File: config.mk
export PLATFORM = sky130hd
export DESIGN_NAME = base64_block_decoder_core
export DESIGN_NICKNAME = d
export VERILOG_FILES = /design/src/rtl/b64bd_pkg.sv /design/src/rtl/b64bd_lane.sv /design/src/rtl/b64bd_merge.sv /design/src/rtl/base64_block_decoder_core.sv
export SDC_FILE = /design/constraint.sdc
export NUM_CORES = 1
export LEC_CHECK = 0
export ABC_AREA = 0
export BUFFER_PORTS_ARGS = -buffer_cell sky130_fd_sc_hd__buf_2
export CORE_MARGIN = 1.5
export CORE_UTILIZATION = 30
export DETAILED_ROUTE_END_ITERATION = 12
export PLACE_DENSITY = 0.53
export RECOVER_POWER = 25
export SLEW_MARGIN = 10
export SYNTH_ARGS = -nofsm -noshare
export SYNTH_HDL_FRONTEND = slang
export SYNTH_SLANG_ARGS = --single-unit
File: constraint.sdc
create_clock -name clk -period 5.6 [get_ports clk]
set_input_delay 0.28 -clock clk [delete_from_list [all_inputs] [get_ports clk]]
set_output_delay 0.28 -clock clk [all_outputs]
set_load 0.02 [all_outputs]
File: src/rtl/b64bd_pkg.sv
// ----------------------------------------------------------------------------
// b64bd_pkg
// Types, constants and character class tables for the base64 block decoder.
// ----------------------------------------------------------------------------
package b64bd_pkg;

    localparam int unsigned LANES       = 16;
    localparam int unsigned CHAR_W      = 8;
    localparam int unsigned SEXTET_W    = 6;
    localparam int unsigned BLOCK_BYTES = 12;
    localparam int unsigned DATA_W      = BLOCK_BYTES * 8;
    localparam int unsigned COUNT_W     = 32;

    localparam logic [COUNT_W-1:0] COUNT_MAX  = '1;
    localparam logic [COUNT_W-1:0] COUNT_STEP = COUNT_W'(BLOCK_BYTES);
    localparam logic [CHAR_W-1:0]  CHAR_SLASH = 8'h2F;

    typedef struct packed {
        logic [SEXTET_W-1:0] value;
        logic                ok;
    } lane_res_t;

    typedef struct packed {
        logic [DATA_W-1:0] data;
        logic              ok;
    } merge_res_t;

    // class bits on the low nibble
    function automatic logic [7:0] lo_class(input logic [3:0] ln);
        logic [7:0] r;
        unique case (ln) inside
            4'h0:           r = 8'h15;
            [4'h1:4'h9]:    r = 8'h11;
            4'hA:           r = 8'h13;
            4'hB, 4'hF:     r = 8'h1A;
            [4'hC:4'hE]:    r = 8'h1B;
            default:        r = 8'h1B;
        endcase
        return r;
    endfunction

    // class bits on the high nibble
    function automatic logic [7:0] hi_class(input logic [3:0] hn);
        logic [7:0] r;
        unique case (hn) inside
            4'h2:           r = 8'h01;
            4'h3:           r = 8'h02;
            4'h4, 4'h6:     r = 8'h04;
            4'h5, 4'h7:     r = 8'h08;
            default:        r = 8'h10;
        endcase
        return r;
    endfunction

    // offset added to the character, mod 256
    function automatic logic [7:0] char_offset(input logic [3:0] idx);
        logic [7:0] r;
        unique case (idx) inside
            4'h1:           r = 8'd16;
            4'h2:           r = 8'd19;
            4'h3:           r = 8'd4;
            4'h4, 4'h5:     r = 8'd191;
            4'h6, 4'h7:     r = 8'd185;
            default:        r = 8'd0;
        endcase
        return r;
    endfunction

endpackage

File: src/rtl/b64bd_lane.sv
// ----------------------------------------------------------------------------
// b64bd_lane
// Classifies one character and maps it to its 6-bit value.
// ----------------------------------------------------------------------------
module b64bd_lane (
    input  logic [7:0]           ch,
    output b64bd_pkg::lane_res_t res
);
    import b64bd_pkg::*;

    logic [3:0] hn;
    logic [3:0] ln;
    logic [3:0] idx;
    logic [7:0] sum;

    assign hn  = ch[7:4];
    assign ln  = ch[3:0];
    // '/' borrows the offset of the nibble row below it
    assign idx = (ch == CHAR_SLASH) ? (hn - 4'd1) : hn;
    assign sum = ch + char_offset(idx);

    assign res.value = sum[SEXTET_W-1:0];
    assign res.ok    = ((lo_class(ln) & hi_class(hn)) == 8'h00);

endmodule

File: src/rtl/b64bd_merge.sv
// ----------------------------------------------------------------------------
// b64bd_merge
// Combines the lane results: block validity and the 12-byte big-endian pack.
// ----------------------------------------------------------------------------
module b64bd_merge (
    input  b64bd_pkg::lane_res_t lanes [b64bd_pkg::LANES],
    output b64bd_pkg::merge_res_t res
);
    import b64bd_pkg::*;

    localparam int unsigned GROUPS = LANES / 4;

    logic [LANES-1:0] ok_vec;
    logic [23:0]      grp [GROUPS];

    always_comb
    begin
        for (int i = 0; i < LANES; i++)
        begin
            ok_vec[i] = lanes[i].ok;
        end
    end

    always_comb
    begin
        res.data = '0;
        for (int g = 0; g < GROUPS; g++)
        begin
            grp[g] = {lanes[4*g].value, lanes[4*g+1].value,
                      lanes[4*g+2].value, lanes[4*g+3].value};
            // first byte of each triple is the top of the 24-bit word
            res.data[(3*g)*8   +: 8] = grp[g][23:16];
            res.data[(3*g+1)*8 +: 8] = grp[g][15:8];
            res.data[(3*g+2)*8 +: 8] = grp[g][7:0];
        end
        res.ok = &ok_vec;
    end

endmodule

File: src/rtl/base64_block_decoder_core.sv
// ----------------------------------------------------------------------------
// base64_block_decoder_core
// Decodes 16 base64 characters per word into 12 bytes, with buffer state.
// ----------------------------------------------------------------------------
// Takes words of 16 characters and returns one result word per accepted word:
// sixteen lanes classify the characters in parallel into a register stage, then
// the merged block is checked against the buffer state (stop flag, saturating
// byte count) on its way into the output register. Throughput is one word per
// cycle while out_stall is low; the per-buffer state update in the second stage
// is the only serial dependency.
// ----------------------------------------------------------------------------
module base64_block_decoder_core (
    input  logic                          clk,
    input  logic                          rst_n,
    input  logic                          in_valid,
    output logic                          in_stall,
    input  logic [63:0]                   chars_low,
    input  logic [63:0]                   chars_high,
    input  logic                          last_block,
    output logic                          out_valid,
    input  logic                          out_stall,
    output logic [63:0]                   bytes_low,
    output logic [31:0]                   bytes_high,
    output logic                          accepted,
    output logic [b64bd_pkg::COUNT_W-1:0] written_count
);
    import b64bd_pkg::*;

    logic [LANES*CHAR_W-1:0] block;
    lane_res_t               lane_res [LANES];
    merge_res_t              merged;

    // stage 1: lane results
    logic       s1_valid_reg;
    logic       s1_valid_next;
    lane_res_t  s1_lane_reg [LANES];
    logic       s1_last_reg;

    // stage 2: output register and buffer state
    logic               out_valid_reg;
    logic               out_valid_next;
    logic [DATA_W-1:0]  out_data_reg;
    logic               accepted_reg;
    logic [COUNT_W-1:0] written_reg;
    logic               stopped_reg;
    logic               stopped_next;
    logic [COUNT_W-1:0] count_reg;
    logic [COUNT_W-1:0] count_next;

    logic               s2_load;
    logic               s1_load;
    logic               acc;
    logic [COUNT_W-1:0] count_inc;

    assign block = {chars_high, chars_low};

    genvar gi;
    generate
        for (gi = 0; gi < LANES; gi++)
        begin : g_lane
            b64bd_lane u_lane (
                .ch  (block[gi*CHAR_W +: CHAR_W]),
                .res (lane_res[gi])
            );
        end
    endgenerate

    b64bd_merge u_merge (
        .lanes (s1_lane_reg),
        .res   (merged)
    );

    assign s2_load  = s1_valid_reg && (!out_valid_reg || !out_stall);
    assign s1_load  = in_valid && !in_stall;
    assign in_stall = s1_valid_reg && !s2_load;

    assign s1_valid_next  = s1_load || (s1_valid_reg && !s2_load);
    assign out_valid_next = s2_load || (out_valid_reg && out_stall);

    assign acc       = merged.ok && !stopped_reg;
    assign count_inc = (count_reg > (COUNT_MAX - COUNT_STEP)) ? COUNT_MAX
                                                              : (count_reg + COUNT_STEP);
    always_comb
    begin
        count_next   = acc ? count_inc : count_reg;
        stopped_next = stopped_reg || !merged.ok;
    end

    always_ff @(posedge clk or negedge rst_n)
    begin
        if (!rst_n)
        begin
            s1_valid_reg  <= 1'b0;
            out_valid_reg <= 1'b0;
            stopped_reg   <= 1'b0;
            count_reg     <= '0;
        end
        else
        begin
            s1_valid_reg  <= s1_valid_next;
            out_valid_reg <= out_valid_next;
            if (s2_load)
            begin
                stopped_reg <= s1_last_reg ? 1'b0 : stopped_next;
                count_reg   <= s1_last_reg ? '0 : count_next;
            end
        end
    end

    always_ff @(posedge clk)
    begin
        if (s1_load)
        begin
            s1_lane_reg <= lane_res;
            s1_last_reg <= last_block;
        end
        if (s2_load)
        begin
            out_data_reg <= acc ? merged.data : '0;
            accepted_reg <= acc;
            written_reg  <= count_next;
        end
    end

    assign out_valid     = out_valid_reg;
    assign bytes_low     = out_data_reg[63:0];
    assign bytes_high    = out_data_reg[DATA_W-1:64];
    assign accepted      = accepted_reg;
    assign written_count = written_reg;

endmodule

# Word-level counts from Yosys, hierarchy flattened
# Index checks and enable logic that the tools add are counted.
# word_totals
ff_bits	277
word_cells	606
# classes
n_addsub	33
magnitude_cmp	33
n_eq_ne	272
muxes	68
n_bitwise	16
reduce_logical	144
# ops
cell	n
== test 4 x 3 -> 1 bit, second input constant	128
case mux 6 bit (5 select lines)	16
case mux 5 bit (4 select lines)	16
== test 4 x 2 -> 1 bit, second input constant	64
case mux 4 bit (4 select lines)	16
== test 4 bit, second input constant	48
OR reduction 2 bit	80
== test 8 x 6 -> 1 bit, second input constant	16
logical NOT 8 bit	16
adder 6 bit	16
two-way mux 32 bit	3
bitwise AND 5 bit	16
== test 4 x 1 -> 1 bit, second input constant	16
greater-or-equal comparator 4 x 1 -> 1 bit, second input constant	16
<= comparator 4 bit, second input constant	16
logical NOT 4 bit	16
two-way mux 4 bit	16
subtractor 4 x 1 -> 4 bit, second input constant	16
adder 32 x 4 -> 32 bit, second input constant	1
greater-than comparator 32 bit, second input constant	1
logical AND 1 bit	21
AND reduction 16 bit	1
logical NOT 1 bit	6
logical OR 1 bit	4
two-way mux 1 bit	1

# Longest topological paths before layout
# Gate-level depths: netlist of the first run.
# depth
word_depth	8
ltp_mapped	15
depth_no_buf	14

# Hierarchy
# Synthesis of the first run repeated with hierarchy kept, for this count alone.
# hier_totals
cells_unflattened	2030
hier_area_um2	20836.2
# by_module_without_submodules
mod	n_inst	cells_each	area_each_um2	seq_area_each_um2
base64_block_decoder_core	1	650	10423.7	8142.8
b64bd_lane (g_lane[13].u_lane ...)	11	81	611.8	0.0
b64bd_lane (g_lane[10].u_lane ...)	4	78	591.8	0.0
b64bd_merge	1	101	758.2	0.0
b64bd_lane (g_lane[0].u_lane)	1	76	556.8	0.0

# Worst setup path after synthesis of the first run
# No wires, ideal clock.
# synth_path
kind	reg2reg
from	reg out_valid_reg (netlist: out_valid)
to	reg count_reg[4]
arrival_ps	4825
required_ps	5267
setup_slack_ps	442
path_stages_with_launch	6
period_less_slack_ps	5158
path_cell_list	dfrtp_1 > nand2_1 > nand2_1 > clkinv_1 > clkbuf_1 > a311oi_1
# synth_between
elab_chain_cells	3
# synth_rtl
item	line	rtl
start, declared	base64_block_decoder_core.sv:40	logic out_valid_reg;
start signal, assigned	base64_block_decoder_core.sv:101	out_valid_reg <= out_valid_next;
logical NOT 1 bit	base64_block_decoder_core.sv:73	assign s2_load = s1_valid_reg && (!out_valid_reg || !out_stall);
logical OR 1 bit	base64_block_decoder_core.sv:73	
logical AND 1 bit	base64_block_decoder_core.sv:73	
named net s2_load	base64_block_decoder_core.sv:50	logic s2_load;
end signal, assigned	base64_block_decoder_core.sv:105	count_reg <= s1_last_reg ? '0 : count_next;
end, declared	base64_block_decoder_core.sv:47	logic [COUNT_W-1:0] count_reg;
# The timed path passes the listed nets, and every way through them passes these cells.
# A chain may end at the register's enable or synchronous reset.

==> metrics.txt, run 1 <==
# TYPE chip_impl_metric gauge
chip_impl_metric{name="grt_max_degree",unit=""} 112
chip_impl_metric{name="drv_slew",unit=""} 59
chip_impl_metric{name="worst-path-max-fanout",unit=""} 11
chip_impl_metric{name="grt_pass1_vias",unit=""} 15160
chip_impl_metric{name="final.setup_skew",unit="ns"} 0.0149
chip_impl_metric{name="max_freq",unit="MHz"} 300
chip_impl_info{name="hold_end",value="s1_lane_reg[71]$_DFFE_PP_"} 1
chip_impl_metric{name="finish.cell_count_without_fillers",unit=""} 3026
chip_impl_metric{name="postLayoutCoreUtil",unit="%"} 35.9
chip_impl_metric{name="drt_pre_antenna_iters",unit=""} 5
chip_impl_metric{name="layout_cell_share_with_drive_strength_beyond_1",unit="%"} 11.4
chip_impl_metric{name="ys_seq_elements",unit=""} 277
chip_impl_metric{name="floorplan.io_pins",unit=""} 264
chip_impl_metric{name="timing_hold_violations_final",unit=""} 0
chip_impl_metric{name="antenna_violations_before_repair",unit=""} 17
chip_impl_info{name="netlist_top_cells_area",value="sky130_fd_sc_hd__edfxtp_1 38%, sky130_fd_sc_hd__ha_1 11%, sky130_fd_sc_hd__dfrtp_1 4.6%"} 1
chip_impl_metric{name="drt-vias-per-instance",unit=""} 5.08
chip_impl_metric{name="chip_width",unit="um"} 254
chip_impl_info{name="combinational_family_with_the_most_area_after_synthesis",value="simple AND/OR/NAND/NOR gates"} 1
chip_impl_metric{name="core_area",unit="um2"} 61900
chip_impl_metric{name="clk-insertion-delay-late",unit="ns"} 0.55
chip_impl_metric{name="route.detailed.wl_per_inst",unit="um"} 16.9
chip_impl_metric{name="synth_xor_xnor_area_share",unit="%"} 5.14
chip_impl_metric{name="dp.cells",unit=""} 2949
chip_impl_metric{name="final.min_clock_period",unit="ns"} 3.33
chip_impl_info{name="hp-start",value="chars_low[40]"} 1
chip_impl_metric{name="synthAdderAreaFrac",unit="%"} 13.0
chip_impl_metric{name="ys_async_sr_fraction",unit="%"} 12.6
chip_impl_metric{name="cts_inserted_buffers",unit=""} 37
chip_impl_info{name="violations",value="capacitance limit, slew limit"} 1
chip_impl_metric{name="critPathRequiredTime",unit="ns"} 5.89
chip_impl_metric{name="initialDrtViolationCount",unit=""} 765
chip_impl_info{name="critPathLaunchType",value="primary input"} 1
chip_impl_info{name="final_cell_mix",value="242 x sky130_fd_sc_hd__edfxtp_1, 171 x sky130_fd_sc_hd__ha_1, 149 x sky130_fd_sc_hd__buf_2, 145 x sky130_fd_sc_hd__nand2_1, 137 x sky130_fd_sc_hd__nor2_1"} 1
chip_impl_metric{name="number_of_sinks_on_the_clock_net",unit=""} 277
chip_impl_metric{name="synth.area.mux_share",unit="%"} 0.861
chip_impl_metric{name="clk_transition_reported_paths",unit="ns"} 0.06
chip_impl_metric{name="min_delay_path_depth",unit=""} 2
chip_impl_metric{name="place_congestion",unit=""} 0.875
chip_impl_info{name="run_status",value="finished with violations"} 1
chip_impl_info{name="clock_tree_from_tritoncts",value="done"} 1
chip_impl_info{name="layout_commonest_cell",value="sky130_fd_sc_hd__edfxtp_1"} 1
chip_impl_metric{name="floorplan.die.height",unit="um"} 254
chip_impl_metric{name="cp_data_arrival_time",unit="ns"} 3.62
chip_impl_metric{name="clockBufferDepth",unit=""} 3
chip_impl_metric{name="irDropWorstVdd",unit="V"} 0.000157
chip_impl_metric{name="ff2ff_path_depth",unit=""} 3
chip_impl_metric{name="area_delta_synth_final",unit="%"} 17.8
chip_impl_metric{name="worst-slew-pin-transition",unit="ns"} 2.24
chip_impl_metric{name="track_usage",unit="%"} 15.5
chip_impl_metric{name="ctsResizeCount",unit=""} 0
chip_impl_metric{name="power_per_cell_area",unit="nW/um2"} 266
chip_impl_metric{name="postSynthNetCount",unit=""} 2218
chip_impl_metric{name="global_route_wire_length_before_repair",unit="um"} 80200
chip_impl_metric{name="worst_slew_margin_rel",unit="%"} -49.0
chip_impl_metric{name="drtAntennaViolNets",unit=""} 0
chip_impl_metric{name="area_share_of_the_largest_cell_type_after_synthesis",unit="%"} 38.5
chip_impl_metric{name="setup_tns_final",unit="ns"} 0
chip_impl_metric{name="regToRegSetupSlack",unit="ns"} 2.59
chip_impl_metric{name="finalSetupViolations",unit=""} 0
chip_impl_metric{name="hpwl",unit="um"} 37100
chip_impl_metric{name="layout.nets",unit=""} 2475
chip_impl_metric{name="synth_edf_count",unit=""} 242
chip_impl_metric{name="cap_violations",unit=""} 2
chip_impl_metric{name="route.vias.total",unit=""} 15365
chip_impl_metric{name="synthSimpleGateAreaFrac",unit="%"} 20.2
chip_impl_info{name="min_path_type",value="primary input to flip-flop"} 1
chip_impl_metric{name="drc",unit=""} 0
chip_impl_metric{name="synth_cells",unit=""} 1898
chip_impl_info{name="rsz0062_at_grt",value="false"} 1
chip_impl_metric{name="starting_density_of_the_core",unit="%"} 30.5
chip_impl_metric{name="ys_seq_area_share",unit="%"} 43.1
chip_impl_info{name="ys.flop_type",value="sky130_fd_sc_hd__edfxtp_1"} 1
chip_impl_metric{name="netlist_area",unit="um2"} 18900
chip_impl_metric{name="cellLeakagePower",unit="nW"} 9.34
chip_impl_metric{name="globalRouteOverflowTotal",unit=""} 0
chip_impl_metric{name="core.rowCount",unit=""} 91
chip_impl_metric{name="largest_register_ffs",unit=""} 112
chip_impl_metric{name="average_footprint_of_a_synthesized_cell",unit="um2"} 9.96
chip_impl_metric{name="routed_wirelength",unit="um"} 51100
chip_impl_metric{name="numPortBuffers",unit=""} 263
chip_impl_metric{name="die_area",unit="um2"} 64500
chip_impl_info{name="crit-reg2reg-capture",value="s1_lane_reg[17]$_DFFE_PP_"} 1
chip_impl_metric{name="synth-warning-count",unit=""} 0
chip_impl_metric{name="cts_post_setup_buffers_inserted",unit=""} 0
chip_impl_metric{name="yosysUniqueCellTypes",unit=""} 78
chip_impl_info{name="yosys.area.top_type",value="sky130_fd_sc_hd__edfxtp_1"} 1
chip_impl_info{name="worstSetupEndpointType",value="flip-flop"} 1
chip_impl_metric{name="clock_tree.htree_level_count",unit=""} 2
chip_impl_metric{name="post-route-period-util",unit="%"} 59.5
chip_impl_info{name="clk_root_buf",value="sky130_fd_sc_hd__clkbuf_16"} 1
chip_impl_info{name="rr_startpoint",value="out_valid$_DFF_PN0_"} 1
chip_impl_metric{name="synth_compound_gate_area_share",unit="%"} 13.9
chip_impl_info{name="critPathKind",value="primary input to flip-flop"} 1
kinds of logic after synthesis:
kind of cell / after synthesis
xor gates and xnor gates: 111
DFF: 277
muxes: 16
adders and majority gates: 187
buffers and inverters: 179
AOI/OAI and AO/OA: 411
and+or+nand+nor: 717
critical path: stages:
cell and delay (ns):
sky130_fd_sc_hd__clkbuf_1 0.22, sky130_fd_sc_hd__inv_1 0.27, sky130_fd_sc_hd__ha_1 0.28, sky130_fd_sc_hd__nand2_1 0.11, sky130_fd_sc_hd__nor4_1 0.88, sky130_fd_sc_hd__nor3_1 0.08, sky130_fd_sc_hd__o31a_1 0.31, sky130_fd_sc_hd__nand2b_1 0.15
sky130_fd_sc_hd__ha_1 0.28, sky130_fd_sc_hd__a21oi_1 0.19, sky130_fd_sc_hd__o211ai_1 0.13, sky130_fd_sc_hd__a21oi_1 0.19, sky130_fd_sc_hd__xnor2_1 0.15, sky130_fd_sc_hd__xnor2_1 0.08
worst max path at each step:
| stage | start | endpoint |
|---|---|---|
| floorplan | out_valid$_DFF_PN0_ | count_reg[4]$_DFFE_PN0P_ |
| global placement | chars_low[12] | s1_lane_reg[104]$_DFFE_PP_ |
| detailed placement | chars_low[12] | s1_lane_reg[104]$_DFFE_PP_ |
| CTS | chars_low[12] | s1_lane_reg[104]$_DFFE_PP_ |
| global route | chars_low[12] | s1_lane_reg[103]$_DFFE_PP_ |
| finish | chars_low[12] | s1_lane_reg[104]$_DFFE_PP_ |
power breakdown:
group,switching [mW],internal [mW]
registers,0.0452,2.45
logic,0.597,0.347
clock network,0.962,1.52
total,1.61,4.32
final cells by class:
type	instances	area, um2
antenna	6	15.0
clock buffer	44	1000
clock inverter	23	263
fill	6376	39700
inverter	123	467
multi-input combinational	1442	10100
sequential	277	8140
tap	837	1050
timing repair buffer	274	1270
metrics by stage:
stage / area (um2) / setup slack [ns] / hold slack, ns / power, mW
final: 22300 / 2.27 / 0.0834 / 5.92
after CTS: 22400 / 2.46 / 0.0441 / 6.04
after detailed placement: 21100 / 1.86 / 0.458 / 3.50
after global routing: 22300 / 2.01 / 0.0752 / 6.21
after global placement: 21100 / 1.84 / 0.454 / 3.49
after floorplan: 18900 / 0.442 / -0.0156 / 3.17
metal layers:
| metal | routed length (um) | GRT usage, % |
|---|---|---|
| met5 | 91 | 0 |
| met4 | 1050 | 4.25 |
| met3 | 3340 | 4.07 |
| met2 | 25300 | 27.5 |
| met1 | 21300 | 18.4 |
synth_stat cells (all sizes together) (50+ instances only):
library cell and count:
edfxtp 242, ha 171, nand2 145, nor2 137, and3 123, inv 120, o21ai 113, a21oi 100
xnor2 97, nor3 58, clkbuf 50
repair_timing:
action	CTS	global route
setup endpoints to repair	0	0
endpoints found under the hold margin	38	0
hold buffers	4	0
(Power assumes the default switching activity.)
==> run 2, diff against run 1 <==
- clock period: 5.6 -> 3.15 ns (I/O delays scaled with it)
==> metrics.txt, run 2 (same netlist as run 1, synthesis figures left out) <==
# TYPE chip_impl_metric gauge
chip_impl_info{name="run_status",value="finished with violations"} 1
chip_impl_info{name="violations",value="capacitance limit, slew limit"} 1
chip_impl_info{name="worstSetupEndpointType",value="flip-flop"} 1
chip_impl_info{name="min_path_type",value="primary input to flip-flop"} 1
chip_impl_metric{name="grt_max_degree",unit=""} 112
chip_impl_metric{name="initialDrtViolationCount",unit=""} 854
chip_impl_metric{name="drt_pre_antenna_iters",unit=""} 5
chip_impl_info{name="endpoint",value="s1_lane_reg[26]$_DFFE_PP_"} 1
chip_impl_metric{name="power.clock.fraction",unit="%"} 39.4
chip_impl_info{name="rsz0062_at_grt",value="false"} 1
chip_impl_metric{name="numPortBuffers",unit=""} 263
chip_impl_metric{name="global_route_wire_length_before_repair",unit="um"} 82100
chip_impl_metric{name="final.setup_skew",unit="ns"} 0.0173
chip_impl_metric{name="power_switching_share",unit="%"} 27.0
chip_impl_metric{name="antenna_violations_before_repair",unit=""} 17
chip_impl_metric{name="layout.nets",unit=""} 2558
chip_impl_metric{name="place_congestion",unit=""} 0.901
chip_impl_metric{name="globalRouteOverflowTotal",unit=""} 0
chip_impl_info{name="clock_tree_from_tritoncts",value="done"} 1
chip_impl_metric{name="setup_tns_final",unit="ns"} 0
chip_impl_info{name="crit-reg2reg-capture",value="count_reg[26]$_DFFE_PN0P_"} 1
chip_impl_metric{name="routed_wirelength",unit="um"} 51900
chip_impl_info{name="layout_commonest_cell",value="sky130_fd_sc_hd__edfxtp_1"} 1
chip_impl_metric{name="register_area",unit="um2"} 8140
chip_impl_metric{name="sequentialPowerShare",unit="%"} 43.3
chip_impl_info{name="rr_startpoint",value="count_reg[2]$_DFFE_PN0P_"} 1
chip_impl_metric{name="drt-vias-per-instance",unit=""} 5.04
chip_impl_metric{name="largest_register_ffs",unit=""} 112
chip_impl_metric{name="die_area",unit="um2"} 64500
chip_impl_metric{name="fill_cells",unit=""} 6313
chip_impl_metric{name="pwr-share-comb",unit="%"} 17.2
chip_impl_metric{name="drtAntennaViolNets",unit=""} 0
chip_impl_metric{name="clk-insertion-delay-late",unit="ns"} 0.54
chip_impl_metric{name="core.rowCount",unit=""} 91
chip_impl_metric{name="layout_cell_share_with_drive_strength_beyond_1",unit="%"} 12.8
chip_impl_metric{name="ff2ff_path_depth",unit=""} 7
chip_impl_metric{name="critPathRequiredTime",unit="ns"} 3.43
chip_impl_metric{name="route.detailed.wl_per_inst",unit="um"} 16.7
chip_impl_metric{name="worst_slew_margin_rel",unit="%"} -51.3
chip_impl_metric{name="final.min_clock_period",unit="ns"} 2.93
chip_impl_metric{name="cellLeakagePower",unit="nW"} 9.67
chip_impl_metric{name="grt_pass1_vias",unit=""} 15429
chip_impl_metric{name="area_of_combinational_cells_with_multiple_inputs",unit="um2"} 10100
chip_impl_metric{name="clock_tree.htree_level_count",unit=""} 2
chip_impl_metric{name="chip_width",unit="um"} 254
chip_impl_metric{name="timing_hold_violations_final",unit=""} 0
chip_impl_metric{name="floorplan.die.height",unit="um"} 254
chip_impl_info{name="worst_setup_path_startpoint",value="chars_high[32]"} 1
chip_impl_metric{name="fin_hold_ws",unit="ns"} 0.0446
chip_impl_metric{name="worst-slew-pin-transition",unit="ns"} 2.27
chip_impl_info{name="critPathLaunchType",value="primary input"} 1
chip_impl_metric{name="number_of_sinks_on_the_clock_net",unit=""} 277
chip_impl_metric{name="postLayoutCoreUtil",unit="%"} 36.9
chip_impl_metric{name="drc",unit=""} 0
chip_impl_metric{name="clk_transition_reported_paths",unit="ns"} 0.06
chip_impl_metric{name="core_area",unit="um2"} 61900
chip_impl_metric{name="drv_slew",unit=""} 36
chip_impl_metric{name="cp_data_arrival_time",unit="ns"} 3.21
chip_impl_metric{name="hpwl",unit="um"} 38000
chip_impl_info{name="clk_root_buf",value="sky130_fd_sc_hd__clkbuf_16"} 1
chip_impl_metric{name="internal_power",unit="mW"} 7.47
chip_impl_metric{name="finalSetupViolations",unit=""} 0
chip_impl_metric{name="clockBufferDepth",unit=""} 3
chip_impl_info{name="final_cell_mix",value="242 x sky130_fd_sc_hd__edfxtp_1, 171 x sky130_fd_sc_hd__ha_1, 145 x sky130_fd_sc_hd__nand2_1, 139 x sky130_fd_sc_hd__clkbuf_1, 137 x sky130_fd_sc_hd__nor2_1"} 1
chip_impl_metric{name="route.vias.total",unit=""} 15671
chip_impl_metric{name="starting_density_of_the_core",unit="%"} 30.5
chip_impl_metric{name="net-switching-power",unit="mW"} 2.77
chip_impl_metric{name="cts_inserted_buffers",unit=""} 36
chip_impl_metric{name="floorplan.io_pins",unit=""} 264
chip_impl_metric{name="post-route-period-util",unit="%"} 92.9
chip_impl_metric{name="worst-path-max-fanout",unit=""} 4
chip_impl_metric{name="irDropWorstVdd",unit="V"} 0.000304
chip_impl_metric{name="power_per_cell_area",unit="nW/um2"} 448
chip_impl_metric{name="track_usage",unit="%"} 15.9
chip_impl_metric{name="cap_violations",unit=""} 1
chip_impl_metric{name="regToRegSetupSlack",unit="ns"} 0.58
chip_impl_info{name="critPathKind",value="primary input to flip-flop"} 1
chip_impl_metric{name="max_freq",unit="MHz"} 342
chip_impl_metric{name="area_delta_synth_final",unit="%"} 20.9
[run 2: cell count changes in the layout (fill, tap and decap cells not counted), moves of 4 or more]
cell | before | now
sky130_fd_sc_hd__buf_4 | 7 | 66
sky130_fd_sc_hd__clkbuf_1 | 118 | 139
sky130_fd_sc_hd__buf_2 | 149 | 134
sky130_fd_sc_hd__buf_12 | 0 | 4
sky130_fd_sc_hd__clkinvlp_4 | 7 | 1
sky130_fd_sc_hd__dlygate4sd3_1 | 4 | 25
[run 2: worst min path at each step]
stage	start	end	slack, ns	depth (start not counted)
6_report	chars_low[30]	s1_lane_reg[84]$_DFFE_PP_	0.04	2
5_1_grt	chars_low[30]	s1_lane_reg[84]$_DFFE_PP_	0.04	2
4_1_cts	chars_low[33]	s1_lane_reg[79]$_DFFE_PP_	0.01	2
3_5_place_dp	rst_n	s1_valid_reg$_DFF_PN0_	0.34	1
3_3_place_gp	rst_n	s1_valid_reg$_DFF_PN0_	0.34	1
2_1_floorplan	rst_n	count_reg[0]$_DFFE_PN0P_	-0.14	0
[run 2: timing repair]
action                                 in CTS  in global routing
hold buffers                               25                  0
endpoints found under the hold margin      58                  0
setup buffers                               0                  0
gates resized for setup                     0                  0
[run 2: routing by layer]
layer  wire (um)  vias up  global-route usage, %
met5         108        -                      0
met4        1100       18                   4.39
met3        3180       92                   4.12
met2       25200      334                   27.2
met1       22300     7498                   19.6
li1            -     7729                      -
[run 2: through the flow]
step	area, um2	power (mW)	cells	worst slack [ns]
2_1_floorplan	18900	5.63	1898	0.133
3_3_place_gp	21600	6.25	3012	0.121
3_5_place_dp	21600	6.29	3012	0.0632
4_1_cts	23000	10.4	3101	0.259
5_1_grt	22800	10.8	3104	0.00779
6_report	22900	10.2	3107	0.223
[run 2: worst max-delay path, stage by stage]
cell and delay [ns]:
sky130_fd_sc_hd__dlygate4sd3_1 0.52, sky130_fd_sc_hd__buf_2 0.15, sky130_fd_sc_hd__nand3_1 0.10, sky130_fd_sc_hd__nor4_1 0.55
sky130_fd_sc_hd__mux2i_1 0.28, sky130_fd_sc_hd__xnor2_1 0.11, sky130_fd_sc_hd__o32a_1 0.29, sky130_fd_sc_hd__ha_1 0.21
sky130_fd_sc_hd__fa_1 0.41, sky130_fd_sc_hd__a21o_1 0.18, sky130_fd_sc_hd__a21oi_1 0.16, sky130_fd_sc_hd__xnor2_1 0.08
[run 2: final cells by class]
| cell class | instances | share of cell area [%] |
|---|---|---|
| inverter | 123 | 2.04 |
| clock inverter | 16 | 0.717 |
| tap | 837 | 4.58 |
| sequential | 277 | 35.6 |
| antenna | 6 | 0.0657 |
| clock buffer | 48 | 4.28 |
| timing repair buffer | 358 | 8.67 |
| multi-input combinational | 1442 | 44.0 |
[run 2: power by group through the flow]
stage	combinational [mW]	sequential, mW	clock, mW
after floorplan	0.996	4.63	0
after global placement	1.74	4.51	0
after detailed placement	1.78	4.51	0
after CTS	1.81	4.44	4.19
after global routing	1.98	4.47	4.30
final	1.77	4.44	4.04
==> run 3, diff against run 2 <==
==> constraint.sdc (replaced) <==
create_clock -name clk -period 2.8 [get_ports clk]
set_input_delay 0.28 -clock clk [delete_from_list [all_inputs] [get_ports clk]]
set_output_delay 0.28 -clock clk [all_outputs]
set_load 0.02 [all_outputs]
==> metrics.txt, run 3 (same netlist as run 1, synthesis figures left out) <==
# TYPE chip_impl_metric gauge
chip_impl_metric{name="drt_pre_antenna_iters",unit=""} 5
chip_impl_metric{name="worst-path-max-fanout",unit=""} 3
chip_impl_metric{name="routed_wirelength",unit="um"} 53500
chip_impl_metric{name="drt-vias-per-instance",unit=""} 4.96
chip_impl_info{name="worstSetupEndpointType",value="flip-flop"} 1
chip_impl_metric{name="route.vias.total",unit=""} 16297
chip_impl_info{name="critPathKind",value="primary input to flip-flop"} 1
chip_impl_metric{name="place_congestion",unit=""} 0.895
chip_impl_metric{name="cts_post_setup_buffers_inserted",unit=""} 0
chip_impl_metric{name="cellLeakagePower",unit="nW"} 10.6
chip_impl_info{name="min_path_type",value="primary input to flip-flop"} 1
chip_impl_metric{name="final.setup_skew",unit="ns"} 0.0208
chip_impl_metric{name="finalPower",unit="mW"} 11.9
chip_impl_metric{name="area_of_combinational_cells_with_multiple_inputs",unit="um2"} 10200
chip_impl_info{name="layout_commonest_cell",value="sky130_fd_sc_hd__buf_4"} 1
chip_impl_metric{name="core_area",unit="um2"} 61900
chip_impl_metric{name="layout_cell_share_with_drive_strength_beyond_1",unit="%"} 21.6
chip_impl_metric{name="grt_pass1_vias",unit=""} 16454
chip_impl_info{name="run_status",value="finished with violations"} 1
chip_impl_metric{name="fin_hold_ws",unit="ns"} 0.0872
chip_impl_metric{name="power_per_cell_area",unit="nW/um2"} 489
chip_impl_info{name="critPathLaunchType",value="primary input"} 1
chip_impl_metric{name="largest_register_ffs",unit=""} 112
chip_impl_metric{name="clockBufferDepth",unit=""} 3
chip_impl_metric{name="regToRegSetupSlack",unit="ns"} 0.26
chip_impl_info{name="violations",value="capacitance limit, slew limit"} 1
chip_impl_metric{name="area_delta_synth_final",unit="%"} 28.9
chip_impl_metric{name="cp_data_arrival_time",unit="ns"} 2.85
chip_impl_info{name="rr_startpoint",value="count_reg[2]$_DFFE_PN0P_"} 1
chip_impl_metric{name="chip_width",unit="um"} 254
chip_impl_metric{name="final_critical_path_setup_slack",unit="ns"} 0.236
chip_impl_metric{name="hpwl",unit="um"} 40300
chip_impl_info{name="crit-reg2reg-capture",value="written_count[23]$_DFFE_PP_"} 1
chip_impl_metric{name="drtAntennaViolNets",unit=""} 0
chip_impl_info{name="rsz0062_at_grt",value="false"} 1
chip_impl_metric{name="initialDrtViolationCount",unit=""} 913
chip_impl_metric{name="drc",unit=""} 0
chip_impl_metric{name="antenna_violations_before_repair",unit=""} 14
chip_impl_metric{name="track_usage",unit="%"} 16.5
chip_impl_metric{name="setup_tns_final",unit="ns"} 0
chip_impl_metric{name="grt_max_degree",unit=""} 84
chip_impl_metric{name="core.rowCount",unit=""} 91
chip_impl_info{name="final_cell_mix",value="261 x sky130_fd_sc_hd__buf_4, 242 x sky130_fd_sc_hd__edfxtp_1, 163 x sky130_fd_sc_hd__ha_1, 154 x sky130_fd_sc_hd__buf_2, 145 x sky130_fd_sc_hd__nand2_1"} 1
chip_impl_info{name="clock_tree_from_tritoncts",value="done"} 1
chip_impl_metric{name="globalRouteOverflowTotal",unit=""} 0
chip_impl_metric{name="irDropWorstVdd",unit="V"} 0.000388
chip_impl_metric{name="cts_inserted_buffers",unit=""} 36
chip_impl_metric{name="route.detailed.wl_per_inst",unit="um"} 16.3
chip_impl_metric{name="cap_violations",unit=""} 1
chip_impl_metric{name="clk_transition_reported_paths",unit="ns"} 0.06
chip_impl_metric{name="placement.setup.worst_slack",unit="ns"} -0.306
chip_impl_metric{name="critPathRequiredTime",unit="ns"} 3.08
chip_impl_metric{name="max_freq",unit="MHz"} 390
chip_impl_metric{name="numPortBuffers",unit=""} 263
chip_impl_metric{name="worst-slew-pin-transition",unit="ns"} 2.19
chip_impl_metric{name="finish.cell_count_without_fillers",unit=""} 3289
chip_impl_metric{name="post-route-period-util",unit="%"} 91.6
chip_impl_info{name="clk_root_buf",value="sky130_fd_sc_hd__clkbuf_16"} 1
chip_impl_metric{name="register_area",unit="um2"} 8140
chip_impl_info{name="worst_setup_path_startpoint",value="chars_low[4]"} 1
chip_impl_metric{name="worst_slew_margin_rel",unit="%"} -45.7
chip_impl_metric{name="drv_slew",unit=""} 36
chip_impl_metric{name="starting_density_of_the_core",unit="%"} 30.5
chip_impl_metric{name="final.min_clock_period",unit="ns"} 2.56
chip_impl_metric{name="finalSetupViolations",unit=""} 0
chip_impl_metric{name="ff2ff_path_depth",unit=""} 8
chip_impl_metric{name="clk-insertion-delay-late",unit="ns"} 0.54
chip_impl_metric{name="die_area",unit="um2"} 64500
chip_impl_metric{name="fill_cells",unit=""} 6235
chip_impl_info{name="endpoint",value="s1_lane_reg[110]$_DFFE_PP_"} 1
chip_impl_metric{name="clock_tree.htree_level_count",unit=""} 2
chip_impl_metric{name="dp.cells",unit=""} 3218
chip_impl_metric{name="global_route_wire_length_before_repair",unit="um"} 85100
chip_impl_metric{name="floorplan.io_pins",unit=""} 264
chip_impl_metric{name="floorplan.die.height",unit="um"} 254
chip_impl_metric{name="timing_hold_violations_final",unit=""} 0
chip_impl_metric{name="layout.nets",unit=""} 2743
chip_impl_metric{name="number_of_sinks_on_the_clock_net",unit=""} 277
==> run 3: metrics by stage <==
step / area (um2) / utilization [%]
global route: 24400 / 39.3
detailed placement: 23300 / 37.6
global placement: 23300 / 37.6
CTS: 24500 / 39.6
finish: 24400 / 39.3
floorplan: 19100 / -
==> run 3: repair_timing <==
item                                   in CTS  in global routing
hold buffers                                4                  0
gates resized for setup                     0                  0
endpoints found under the hold margin      38                  0
==> run 3: layer usage <==
layer,global-route usage (%),up-vias,part of all wire [%]
met2,28.9,384,49
li1,-,8090,-
met5,0,-,0.18
met1,19.7,7699,43
met4,4.95,14,2.4
met3,4.05,110,6.2
==> run 3: how the worst min path moves through the flow <==
stage                             start  depth (start not counted)  slack, ns                         to
after global routing      chars_low[47]                          2       0.09  s1_lane_reg[70]$_DFFE_PP_
after floorplan                   rst_n                          0      -0.02   count_reg[0]$_DFFE_PN0P_
after CTS                 chars_low[40]                          2       0.05  s1_lane_reg[71]$_DFFE_PP_
after global placement            rst_n                          1       0.45        out_valid$_DFF_PN0_
final                     chars_low[40]                          2       0.09  s1_lane_reg[71]$_DFFE_PP_
after detailed placement          rst_n                          1       0.46        out_valid$_DFF_PN0_
==> run 3: layout make-up <==
| type | count | area share, % |
|---|---|---|
| Clock buffer | 49 | 3.99 |
| Antenna cell | 5 | 0.0514 |
| Sequential cell | 277 | 33.4 |
| Timing Repair Buffer | 543 | 13.6 |
| Multi-Input combinational cell | 1442 | 41.8 |
| Inverter | 123 | 1.97 |
| Tap cell | 837 | 4.30 |
| Clock inverter | 13 | 0.801 |
==> run 3: power by group <==
| part | total [mW] | switching (mW) | internal, mW |
|---|---|---|---|
| Sequential | 4.99 | 0.0904 | 4.90 |
| Clock | 4.66 | 1.78 | 2.88 |
| Combinational | 2.24 | 1.29 | 0.959 |
| Total | 11.9 | 3.15 | 8.75 |
==> run 3: worst max-delay path, cell delays in order <==
cell and delay, ns:
sky130_fd_sc_hd__buf_2 0.12, sky130_fd_sc_hd__clkinvlp_4 0.12, sky130_fd_sc_hd__ha_1 0.32, sky130_fd_sc_hd__nand4_1 0.10
sky130_fd_sc_hd__or4_1 0.45, sky130_fd_sc_hd__o21ai_0 0.23, sky130_fd_sc_hd__o21ai_0 0.12, sky130_fd_sc_hd__ha_1 0.23
sky130_fd_sc_hd__fa_1 0.39, sky130_fd_sc_hd__a21o_1 0.17, sky130_fd_sc_hd__a21oi_1 0.22, sky130_fd_sc_hd__xnor2_1 0.09
